File: config.mk
export PLATFORM = sky130hd
export DESIGN_NAME = readout_word_event_deframer
export DESIGN_NICKNAME = d
export VERILOG_FILES = /design/src/rwed_pkg.sv /design/src/rwed_res_queue.sv /design/src/readout_word_event_deframer.sv
export SDC_FILE = /design/constraint.sdc
export NUM_CORES = 1
export LEC_CHECK = 0
export ABC_AREA = 1
export BUFFER_PORTS_ARGS = -buffer_cell sky130_fd_sc_hd__buf_2
export CORE_UTILIZATION = 59
export DETAILED_ROUTE_END_ITERATION = 8
export GPL_TIMING_DRIVEN = 0
export PLACE_DENSITY = 0.8
export SLEW_MARGIN = 5
export SYNTH_ARGS = -nofsm -noshare
export SYNTH_HDL_FRONTEND = slang
export SYNTH_SLANG_ARGS = --single-unit
File: constraint.sdc
create_clock -name clk -period 5.8 [get_ports clk]
set_input_delay 0.29 -clock clk [delete_from_list [all_inputs] [get_ports clk]]
set_output_delay 0.29 -clock clk [all_outputs]
set_load 0.01 [all_outputs]
File: src/rwed_pkg.sv
package rwed_pkg;

  localparam int MAX_SAMPLES_DEF = 1024;

  // Readout word fields
  localparam logic [15:0] HDR_BIT      = 16'h8000;
  localparam logic [15:0] SIGN_BIT     = 16'h0800;
  localparam logic [15:0] SAMPLE_MASK  = 16'h0fff;
  localparam int          WORD_W       = 16;
  localparam int          TS_W         = 48;

  // Configuration register indexes
  localparam logic CFG_HEADER_MASK  = 1'b0;
  localparam logic CFG_HEADER_MATCH = 1'b1;

  localparam logic [15:0] HEADER_MASK_RST  = 16'h8000;
  localparam logic [15:0] HEADER_MATCH_RST = 16'h8000;

  // Result kinds
  localparam logic [1:0] KIND_START  = 2'd0;
  localparam logic [1:0] KIND_SAMPLE = 2'd1;
  localparam logic [1:0] KIND_END    = 2'd2;
  localparam logic [1:0] KIND_ERROR  = 2'd3;

  // Error codes
  localparam logic [1:0] ERR_BAD_HEADER = 2'd0;
  localparam logic [1:0] ERR_OVERFLOW   = 2'd1;
  localparam logic [1:0] ERR_TRUNC_TS   = 2'd2;

  typedef enum logic [2:0] {
    PH_HEADER,
    PH_TS0,
    PH_TS1,
    PH_TS2,
    PH_DATA,
    PH_HALT
  } phase_t;

  typedef struct packed {
    logic [1:0]         kind;
    logic [15:0]        event_flags;
    logic [47:0]        timestamp;
    logic signed [11:0] sample_value;
    logic [2:0]         sample_flag;
    logic [9:0]         sample_index;
    logic [10:0]        event_length;
    logic [1:0]         error_code;
    logic               last;
  } res_t;

  // Results produced by one accepted word, up to two
  typedef struct packed {
    logic [1:0] num;
    res_t       first;
    res_t       second;
  } push_t;

endpackage

File: src/rwed_res_queue.sv
module rwed_res_queue (
  input  logic          clk,
  input  logic          rst_n,
  input  rwed_pkg::push_t push,
  input  logic          pop,
  output rwed_pkg::res_t head,
  output logic          head_valid,
  output logic          room_for_two
);
  import rwed_pkg::*;

  localparam int DEPTH = 3;

  res_t       slot_r [DEPTH];
  res_t       slot_nxt [DEPTH];
  logic [1:0] cnt_r, cnt_nxt;
  logic [1:0] base;

  always_comb begin
    base = cnt_r - {1'b0, pop};
    slot_nxt[0] = pop ? slot_r[1] : slot_r[0];
    slot_nxt[1] = pop ? slot_r[2] : slot_r[1];
    slot_nxt[2] = slot_r[2];
    for (int i = 0; i < DEPTH; i++) begin
      if (push.num != 2'd0 && base == 2'(i)) begin
        slot_nxt[i] = push.first;
      end
      if (push.num == 2'd2 && base + 2'd1 == 2'(i)) begin
        slot_nxt[i] = push.second;
      end
    end
    cnt_nxt = base + push.num;
  end

  always_ff @(posedge clk) begin
    if (!rst_n) begin
      cnt_r <= 2'd0;
    end else begin
      cnt_r <= cnt_nxt;
    end
  end

  always_ff @(posedge clk) begin
    for (int i = 0; i < DEPTH; i++) begin
      slot_r[i] <= slot_nxt[i];
    end
  end

  assign head         = slot_r[0];
  assign head_valid   = (cnt_r != 2'd0);
  assign room_for_two = (cnt_r <= 2'd1);

endmodule

File: src/readout_word_event_deframer.sv
// Readout word event deframer: one 16-bit word accepted per cycle while
// in_ready is high, i.e. while the three-slot result queue has room for two
// results, so a word with two results can hold off the next. Results of an
// accepted word go into that registered queue, whose head drives the output.
// Reset (rst_n, synchronous, active low): awaits a header, queue empty,
// header_mask and header_match back to 0x8000.
module readout_word_event_deframer #(
  parameter int MAX_SAMPLES = rwed_pkg::MAX_SAMPLES_DEF
) (
  input  logic               clk,
  input  logic               rst_n,
  // input words
  input  logic               in_valid,
  output logic               in_ready,
  input  logic [15:0]        in_data_word,
  input  logic               in_end_of_stream,
  // results
  output logic               out_valid,
  input  logic               out_ready,
  output logic [1:0]         out_kind,
  output logic [15:0]        out_event_flags,
  output logic [47:0]        out_timestamp,
  output logic signed [11:0] out_sample_value,
  output logic [2:0]         out_sample_flag,
  output logic [9:0]         out_sample_index,
  output logic [10:0]        out_event_length,
  output logic [1:0]         out_error_code,
  output logic               out_last,
  // configuration writes
  input  logic               cfg_we,
  input  logic               cfg_index,
  input  logic [15:0]        cfg_wdata
);
  import rwed_pkg::*;

  // count runs 0..MAX_SAMPLES inclusive
  localparam int CW = $clog2(MAX_SAMPLES + 1);

  logic [15:0]   hdr_mask_r, hdr_match_r;
  phase_t        phase_r, phase_nxt;
  logic [15:0]   hdr_word_r, hdr_word_nxt;
  logic [47:0]   ts_r, ts_nxt;
  logic [CW-1:0] cnt_r, cnt_nxt;

  logic          in_acc;
  logic          hdr_ok;
  logic          is_hdr;
  logic          full;
  logic [47:0]   ts_shift;
  logic [CW-1:0] cnt_inc;
  logic [31:0]   cnt_ext, cnt_inc_ext;

  push_t         push;
  res_t          head;
  logic          head_valid;
  logic          room_for_two;
  logic          pop;

  // ---------------------------------------------------------------------------
  // Configuration
  // ---------------------------------------------------------------------------
  always_ff @(posedge clk) begin
    if (!rst_n) begin
      hdr_mask_r  <= HEADER_MASK_RST;
      hdr_match_r <= HEADER_MATCH_RST;
    end else if (cfg_we) begin
      case (cfg_index)
        CFG_HEADER_MASK:  hdr_mask_r  <= cfg_wdata;
        CFG_HEADER_MATCH: hdr_match_r <= cfg_wdata;
        default: ;
      endcase
    end
  end

  // ---------------------------------------------------------------------------
  // Word decode, shared by both blocks below
  // ---------------------------------------------------------------------------
  assign in_acc      = in_valid & in_ready;
  assign hdr_ok      = (in_data_word & hdr_mask_r) == hdr_match_r;
  assign is_hdr      = (in_data_word & HDR_BIT) != 16'h0000;
  assign full        = (cnt_r >= CW'(MAX_SAMPLES));
  assign ts_shift    = {ts_r[TS_W-WORD_W-1:0], in_data_word};
  assign cnt_inc     = cnt_r + CW'(1);
  assign cnt_ext     = 32'(cnt_r);
  assign cnt_inc_ext = 32'(cnt_inc);

  // ---------------------------------------------------------------------------
  // Next state
  // ---------------------------------------------------------------------------
  always_comb begin
    phase_nxt    = phase_r;
    hdr_word_nxt = hdr_word_r;
    ts_nxt       = ts_r;
    cnt_nxt      = cnt_r;
    if (in_acc) begin
      case (phase_r)
        PH_HEADER: begin
          if (!hdr_ok || in_end_of_stream) begin
            phase_nxt = PH_HALT;
          end else begin
            phase_nxt    = PH_TS0;
            hdr_word_nxt = in_data_word;
            ts_nxt       = '0;
            cnt_nxt      = '0;
          end
        end
        PH_TS0, PH_TS1: begin
          ts_nxt = ts_shift;
          if (in_end_of_stream) begin
            phase_nxt = PH_HALT;
          end else begin
            phase_nxt = (phase_r == PH_TS0) ? PH_TS1 : PH_TS2;
          end
        end
        PH_TS2: begin
          ts_nxt    = ts_shift;
          phase_nxt = in_end_of_stream ? PH_HEADER : PH_DATA;
        end
        PH_DATA: begin
          if (!is_hdr) begin
            if (full) begin
              phase_nxt = PH_HALT;
            end else begin
              cnt_nxt = cnt_inc;
              if (in_end_of_stream) begin
                phase_nxt = PH_HEADER;
              end
            end
          end else if (!hdr_ok || in_end_of_stream) begin
            // event closed, then the new header fails or the stream stops
            phase_nxt = PH_HALT;
          end else begin
            phase_nxt    = PH_TS0;
            hdr_word_nxt = in_data_word;
            ts_nxt       = '0;
            cnt_nxt      = '0;
          end
        end
        PH_HALT: phase_nxt = PH_HALT;
        default: phase_nxt = PH_HALT;
      endcase
    end
  end

  always_ff @(posedge clk) begin
    if (!rst_n) begin
      phase_r    <= PH_HEADER;
      hdr_word_r <= '0;
      ts_r       <= '0;
      cnt_r      <= '0;
    end else begin
      phase_r    <= phase_nxt;
      hdr_word_r <= hdr_word_nxt;
      ts_r       <= ts_nxt;
      cnt_r      <= cnt_nxt;
    end
  end

  // ---------------------------------------------------------------------------
  // Results of the accepted word; unused fields stay zero
  // ---------------------------------------------------------------------------
  always_comb begin
    push        = '0;
    push.first  = '0;
    push.second = '0;
    case (phase_r)
      PH_HEADER: begin
        push.num              = 2'd1;
        push.first.kind       = KIND_ERROR;
        push.first.error_code = hdr_ok ? ERR_TRUNC_TS : ERR_BAD_HEADER;
        push.first.last       = 1'b1;
        if (hdr_ok && !in_end_of_stream) begin
          push.num = 2'd0;
        end
      end
      PH_TS0, PH_TS1: begin
        if (in_end_of_stream) begin
          push.num              = 2'd1;
          push.first.kind       = KIND_ERROR;
          push.first.error_code = ERR_TRUNC_TS;
          push.first.last       = 1'b1;
        end
      end
      PH_TS2: begin
        // event start goes out with the last timestamp word
        push.first.kind        = KIND_START;
        push.first.event_flags = hdr_word_r;
        push.first.timestamp   = ts_shift;
        if (in_end_of_stream) begin
          push.num         = 2'd2;
          push.second.kind = KIND_END;
          push.second.last = 1'b1;
        end else begin
          push.num        = 2'd1;
          push.first.last = 1'b1;
        end
      end
      PH_DATA: begin
        if (!is_hdr) begin
          if (full) begin
            push.num              = 2'd1;
            push.first.kind       = KIND_ERROR;
            push.first.error_code = ERR_OVERFLOW;
            push.first.last       = 1'b1;
          end else begin
            push.first.kind         = KIND_SAMPLE;
            push.first.sample_value = $signed(in_data_word[11:0]);
            push.first.sample_flag  = in_data_word[14:12];
            push.first.sample_index = cnt_ext[9:0];
            if (in_end_of_stream) begin
              push.num                 = 2'd2;
              push.second.kind         = KIND_END;
              push.second.event_length = cnt_inc_ext[10:0];
              push.second.last         = 1'b1;
            end else begin
              push.num        = 2'd1;
              push.first.last = 1'b1;
            end
          end
        end else begin
          // header word: close this event, then check it as the next header
          push.first.kind         = KIND_END;
          push.first.event_length = cnt_ext[10:0];
          push.second.kind        = KIND_ERROR;
          push.second.error_code  = hdr_ok ? ERR_TRUNC_TS : ERR_BAD_HEADER;
          push.second.last        = 1'b1;
          if (hdr_ok && !in_end_of_stream) begin
            push.num        = 2'd1;
            push.first.last = 1'b1;
          end else begin
            push.num = 2'd2;
          end
        end
      end
      PH_HALT: push.num = 2'd0;
      default: push.num = 2'd0;
    endcase
    if (!in_acc) begin
      push.num = 2'd0;
    end
  end

  // ---------------------------------------------------------------------------
  // Result queue: takes a word only with room for both of its results
  // ---------------------------------------------------------------------------
  assign pop = head_valid & out_ready;

  rwed_res_queue u_queue (
    .clk          (clk),
    .rst_n        (rst_n),
    .push         (push),
    .pop          (pop),
    .head         (head),
    .head_valid   (head_valid),
    .room_for_two (room_for_two)
  );

  assign in_ready         = room_for_two;
  assign out_valid        = head_valid;
  assign out_kind         = head.kind;
  assign out_event_flags  = head.event_flags;
  assign out_timestamp    = head.timestamp;
  assign out_sample_value = head.sample_value;
  assign out_sample_flag  = head.sample_flag;
  assign out_sample_index = head.sample_index;
  assign out_event_length = head.event_length;
  assign out_error_code   = head.error_code;
  assign out_last         = head.last;

endmodule

Word-level counts from Yosys, hierarchy flattened
Memory sizes are Yosys's and may differ from the RTL's. Cells that the tools add are included.

Multiplexer cells: 63. Multiply operators: 0. Add/subtract/negate cells: 4. Reduce and logical (&&, ||, !) cells: 25. Equal/unequal tests: 15. Div/mod/pow operators: 0. Shift operators: 0. Order comparisons: 2. Bitwise logic cells: 4.

Operators with widths (count): 105-bit 2-to-1 mux (8); 48-bit one-hot mux with 3 select lines (1); 48-bit 2-to-1 mux (2); 11-bit 2-to-1 mux (7); 64-bit 2-to-1 mux (1); 25-bit 2-to-1 mux (2); 16-bit 2-to-1 mux (3); 36-bit 2-to-1 mux (1); 16-bit one-hot mux with 2 select lines (1); 3-bit 2-to-1 mux (9); 11-bit one-hot mux with 2 select lines (1); 16-bit bitwise AND (1); 16-bit == test (1); 2-bit 2-to-1 mux (8); 13-bit 2-to-1 mux (1); 2-bit one-hot mux with 3 select lines (2); 3-bit one-hot mux with 4 select lines (1); 11-bit by 1-bit adder with 11-bit output (second input constant) (1); 11-bit greater-or-equal comparator (second input constant) (1); 1-bit 2-to-1 mux (9); 4-bit 2-to-1 mux (2); 2-bit one-hot mux with 4 select lines (1); 1-bit logical AND (7); 2-bit == test (second input constant) (3); 27 further kinds (39).

Memory bits (read-only): 0. Input bits: 39. Latch bits: 0. Memory bits (writable): 315. Register bits after elaboration: 112. Memories kept: 1. Word-level logic and storage cells: 121. Output and inout port bits: 107.

Memories: u_queue.slot_r (words 3, bits a word 105, read ports 3, clocked after memory_dff 0, wr ports 3, line rwed_res_queue.sv:14) `res_t slot_r [DEPTH];`.

Longest topological paths before layout
Word-level depth: 11. Depth in mapped cells: 18. Depth with buffers taken out: 16.

Cells and area by module
Synthesis repeated with hierarchy kept, for this count alone.

Cells, all modules: 2787. Area, all modules: 22197.5 µm².

Modules (own cells, without submodules): rwed_res_queue (seq. area each 9499.1 µm², times used 1, cells an instance 1970, area each 17120.2 µm²); readout_word_event_deframer (seq. area each 1881.8 µm², times used 1, cells an instance 817, area each 5077.4 µm²).

Worst setup path after synthesis
No wires, ideal clock.

Kind: flip-flop to flip-flop. Start point: register, netlist name u_queue.cnt_r[1]. End point: memory u_queue.slot_r[0][210] (netlist name) (enable). Arrival time: 2796 ps. Path slack: 2637 ps. Data required time: 5434 ps. Path buffers: 3. Cell stages (with the launch flop): 15. Cells stage by stage: dfxtp_1 > inv_1 > nand2_1 > nand2_1 > inv_2 > clkbuf_1 > ha_1 > or2_2 > nand2_1 > inv_1 > nor2_1 > nand2_2 > buf_2 > buf_2 > nand2_1.

RTL lines (line): end, declared (rwed_res_queue.sv:14).

==> summary by stage <==
Route
In this run, the number of DRC markers left after iteration 0 of detailed routing was 1938. Once detail routing completed, the nets flagged for antenna violations numbered 0. The number of vias in the routed layout is 20300. The vias per cell is 5.58. The number of detailed-route iterations in the first pass is 5.

The routed length per instance is 16.6 um. The number of DRC violations after detailed routing is 0. Summed over all layers, the routed wires come to 60400 um.

Setup path
Counting cells, the worst reg-to-reg path comes to 14. The timing startpoint of the critical path is u_queue.cnt_r[1]. The minimum setup slack among reg-to-reg paths is 1.47 ns.

The terminus of the critical flop-to-flop path is u_queue.slot_r[0][219]. The worst register-to-register path begins at u_queue.cnt_r[1]. The required time at the endpoint of the critical path is 5.98 ns. Data on the critical path arrives at its endpoint at 4.50 ns. The setup path with the least slack is of type reg -> reg. The nature of the critical path startpoint is a flip-flop. The endpoint class of the critical path is a flip-flop. In this run the worst setup path terminates at u_queue.slot_r[0][219]. The critical-path maximum fanout is 15.

Clock network
The number of hold buffers added after cts is 14. TritonCTS built the clock tree. The TritonCTS sink count is 411.

The clock passes through at most 3 buffers. The number of clock buffers added by TritonCTS is 44. The worst-skew pair later-pin latency is 0.55 ns. Once the clock tree was built, the setup fixing pass inserted 0 buffers. CTS placed an instance of clkbuf_16 at the clock tree root. In this run, post-CTS repair resized a total of 0 instances.

The clock slew seen by the registers of the worst setup and hold paths is 0.06 ns. The clock tree synthesis step divided the H-tree into 2 levels.

Yosys
The mapped netlist covers 20700 sq um. In this run, synthesis produced a sequential element count of between 400 and 500. The area share of the largest cell type after synthesis is 35.5%. The predominant post-synthesis flop cell is dfxtp_1. The synthesis warning total is 0. After synthesis, flip-flops and latches occupy between 40% and 50% of the total area.

The cell type contributing the most total cell area after synthesis is dfxtp_1. After technology mapping, the gate count stands at 2949. The synthesized netlist contains 39 unique library cells.

By area the synthesized netlist is led by dfxtp_1 35%, nand3_1 16%, nand2_1 16%. Averaged over all synthesized cells, the footprint is around 7.0 sq um. The synthesized design contains 45 enable-type register cells. When the netlist entered floorplanning its net count stood at 2992. The proportion of register bits with asynchronous set or reset after synthesis is 0%.

Placement
The congestion estimate from routability-driven global placement came to 0.966. Port buffering added 145 buffers. At the placement stage, the worst setup path has a slack of 1.63 ns. After detailed placement, the design holds a cell count of 3549. Detailed placement ended at an HPWL of 44100 um.

Cells and area
The area growth from synthesis to layout is 13.9%. The non-filler instance count after layout is around 3600. The layout has between 3000 and 4000 filler cells. The final layout contains 3197 nets. The repair_antennas step left the layout with diodes totalling 0.

The post-route netlist has 17.0% of its cells at a drive strength greater than 1.

STA
Setup repair after global routing left no endpoint under its margin. In this run the tightest slew margin relative to its limit is a little under a quarter. The total count of hold-check failures in the final report is 0. At the pin with the least slew margin, the transition time is 1.15 ns. The final number of max-transition violations came to 0. Timing would allow up to between 200 and 250 MHz. The final worst-path setup slack is 1.47 ns. The share of the cycle needed by the critical path after routing is 74.6%. Setup violations remaining at the end of the flow were counted as 0. After layout, the minimum clock period comes to 4.33 ns. Clock skew on the completed layout was measured at 0.0145 ns. Summed over all failing endpoints, the final setup total negative slack is 0 ns.

Global routing
The maximum number of pins on one net before global-route repair is 16. The global routing met3 resource utilization is ~4.6%. The first global-routing pass estimated just under 100000 um of wire. The remaining global-route overflow is 0. The met2 usage in global routing is a little over half. The most crowded layer after global routing is met2. The number of global-route vias before repair was 18900. The number of antenna violations at the first check in global routing is 1.

The total routing resource utilization after global routing is 33.6%. Global routing consumed, on the met1 layer, between 40% and 50% of the routing resources.

Floorplanning
In this run the core area contains just under 70 standard-cell rows. The core region is approximately 35000 sq um. The die footprint is 35800 sq um. In this run the vertical extent of the chip is about 190 um.

Once the floorplan was initialized, standard cells occupied 59.8% of the core. The die width is 189 um. The number of top-level design ports is ~150.

Power and ir drop
VDD sags by at most 0.332 mV. Summing internal, switching and leakage power gives ~12 mW. The static leakage is 11.0 nW. The power per standard cell area is 502 nW/um^2.

Flow run
Across the run, the number of max-cap violations was 0.

Outcome
The flow ran to the end, and the final reports show no timing, DRC or antenna violations.

Hold path
The worst hold path passes through 3 cells. In this run the worst hold path is classified as in -> reg.
critical path, cell delays in order (launching register included):
cell,delay [ns]
dfxtp_1,0.34
inv_1,0.10
nand2_1,0.09
nand2_1,0.14
inv_2,0.29
clkbuf_1,0.51
ha_1,0.26
nand2_1,0.06
nand2_1,0.12
inv_1,0.10
nor2_1,0.51
nand2_2,0.40
buf_2,0.32
buf_2,0.23
nand2_1,0.48
metrics by stage:
stage	area, sq um	hold WS, ns	util [%]
6_report	23500	0.0156	68.2
5_1_grt	23500	0.00503	68.2
4_1_cts	23500	0.00401	68.2
3_5_place_dp	22000	0.449	63.6
3_3_place_gp	22000	0.439	63.6
2_1_floorplan	20700	0.416	-
cells by family (layout without fill, tap and decap cells):
group	count (synthesis)	count (layout)	synth area share, %
AOI/OAI and AO/OA	240	240	6.91
and+or+nand+nor	1771	1771	38.4
xor gates and xnor gates	5	5	0.212
adders and majority gates	4	4	0.242
DFF	411	411	42.0
buffers and inverters	518	754	12.3
layout make-up:
class	instances	area [sq um]	share of cell area, %
multi-input cells	2020	9450	40.1
inverters	199	747	3.17
plain buffers	319	1790	7.59
well taps	455	569	2.42
clock inverters	11	119	0.505
flip-flops and latches	411	8680	36.9
repair buffers	159	866	3.68
clock buffers	66	1330	5.64
how the worst min path moves through the flow:
stage	startpoint	to	slack (ns)
2_1_floorplan	cfg_wdata[15]	hdr_mask_r[15]	0.42
3_3_place_gp	hdr_word_r[6]	hdr_word_r[6]	0.44
3_5_place_dp	hdr_word_r[11]	hdr_word_r[11]	0.45
4_1_cts	cfg_wdata[11]	hdr_mask_r[11]	0.004
5_1_grt	cfg_wdata[11]	hdr_mask_r[11]	0.005
6_report	cfg_wdata[11]	hdr_mask_r[11]	0.02
cell usage after synthesis, types with 2 or more instances:
| cell type | n |
|---|---|
| buf_4 | 112 |
| nand3b_1 | 2 |
| clkbuf_1 | 98 |
| a21oi_1 | 102 |
| nor3_1 | 5 |
| a211oi_1 | 3 |
| or2_2 | 6 |
| buf_1 | 21 |
| inv_2 | 4 |
| inv_1 | 190 |
| clkinv_1 | 5 |
| nor4_1 | 5 |
| edfxtp_1 | 45 |
| buf_2 | 77 |
| o22ai_1 | 2 |
| nor2_1 | 151 |
| nand3_1 | 666 |
| nand3_2 | 51 |
| o211ai_1 | 2 |
| dfxtp_1 | 366 |
| o21ai_0 | 62 |
| a22oi_2 | 3 |
| buf_6 | 8 |
| xor2_1 | 3 |
| o21ai_2 | 49 |
| nand4_1 | 5 |
| nand2_2 | 4 |
| clkbuf_2 | 2 |
| nand2_4 | 4 |
| nand2_1 | 864 |
| nor2_2 | 6 |
| xnor2_1 | 2 |
| ha_1 | 4 |
| o21ai_1 | 15 |
registers in the layout (all words and copies together) (netlist names):
signal and cells:
hdr_word_r 16, u_queue.cnt_r 2, ts_r 32, phase_r 3
u_queue.slot_r 315, hdr_mask_r 16, hdr_match_r 16, cnt_r 11
layer usage:
| layer | vias to the layer above | routed length (um) |
|---|---|---|
| met5 | - | 13 |
| met4 | 2 | 2970 |
| met3 | 187 | 4870 |
| met2 | 900 | 26600 |
| met1 | 9341 | 26000 |
| li1 | 9880 | - |
power breakdown:
part	leakage [nW]	switching (mW)	internal [mW]
sequential	3.44	0.403	3.79
combinational	6.85	2.98	1.84
clock	0.720	1.15	1.67
total	11.0	4.53	7.30
cell usage in the layout (no fill, tap or decap), drive strengths merged:
cell,instances
xnor2,2
o211ai,2
o22ai,2
clkinv,11
nand2,872
nand4,5
a21oi,103
nor4,5
clkbuf,166
dfxtp,366
buf,364
ha,4
inv,197
nor2,158
edfxtp,45
a31oi,1
xor2,3
or2,6
a22oi,3
nand3b,2
a211oi,3
bufinv,2
nor3,5
o21ai,126
dlygate4sd3,14
nand3,718
Power figures use the tool's default switching activity.
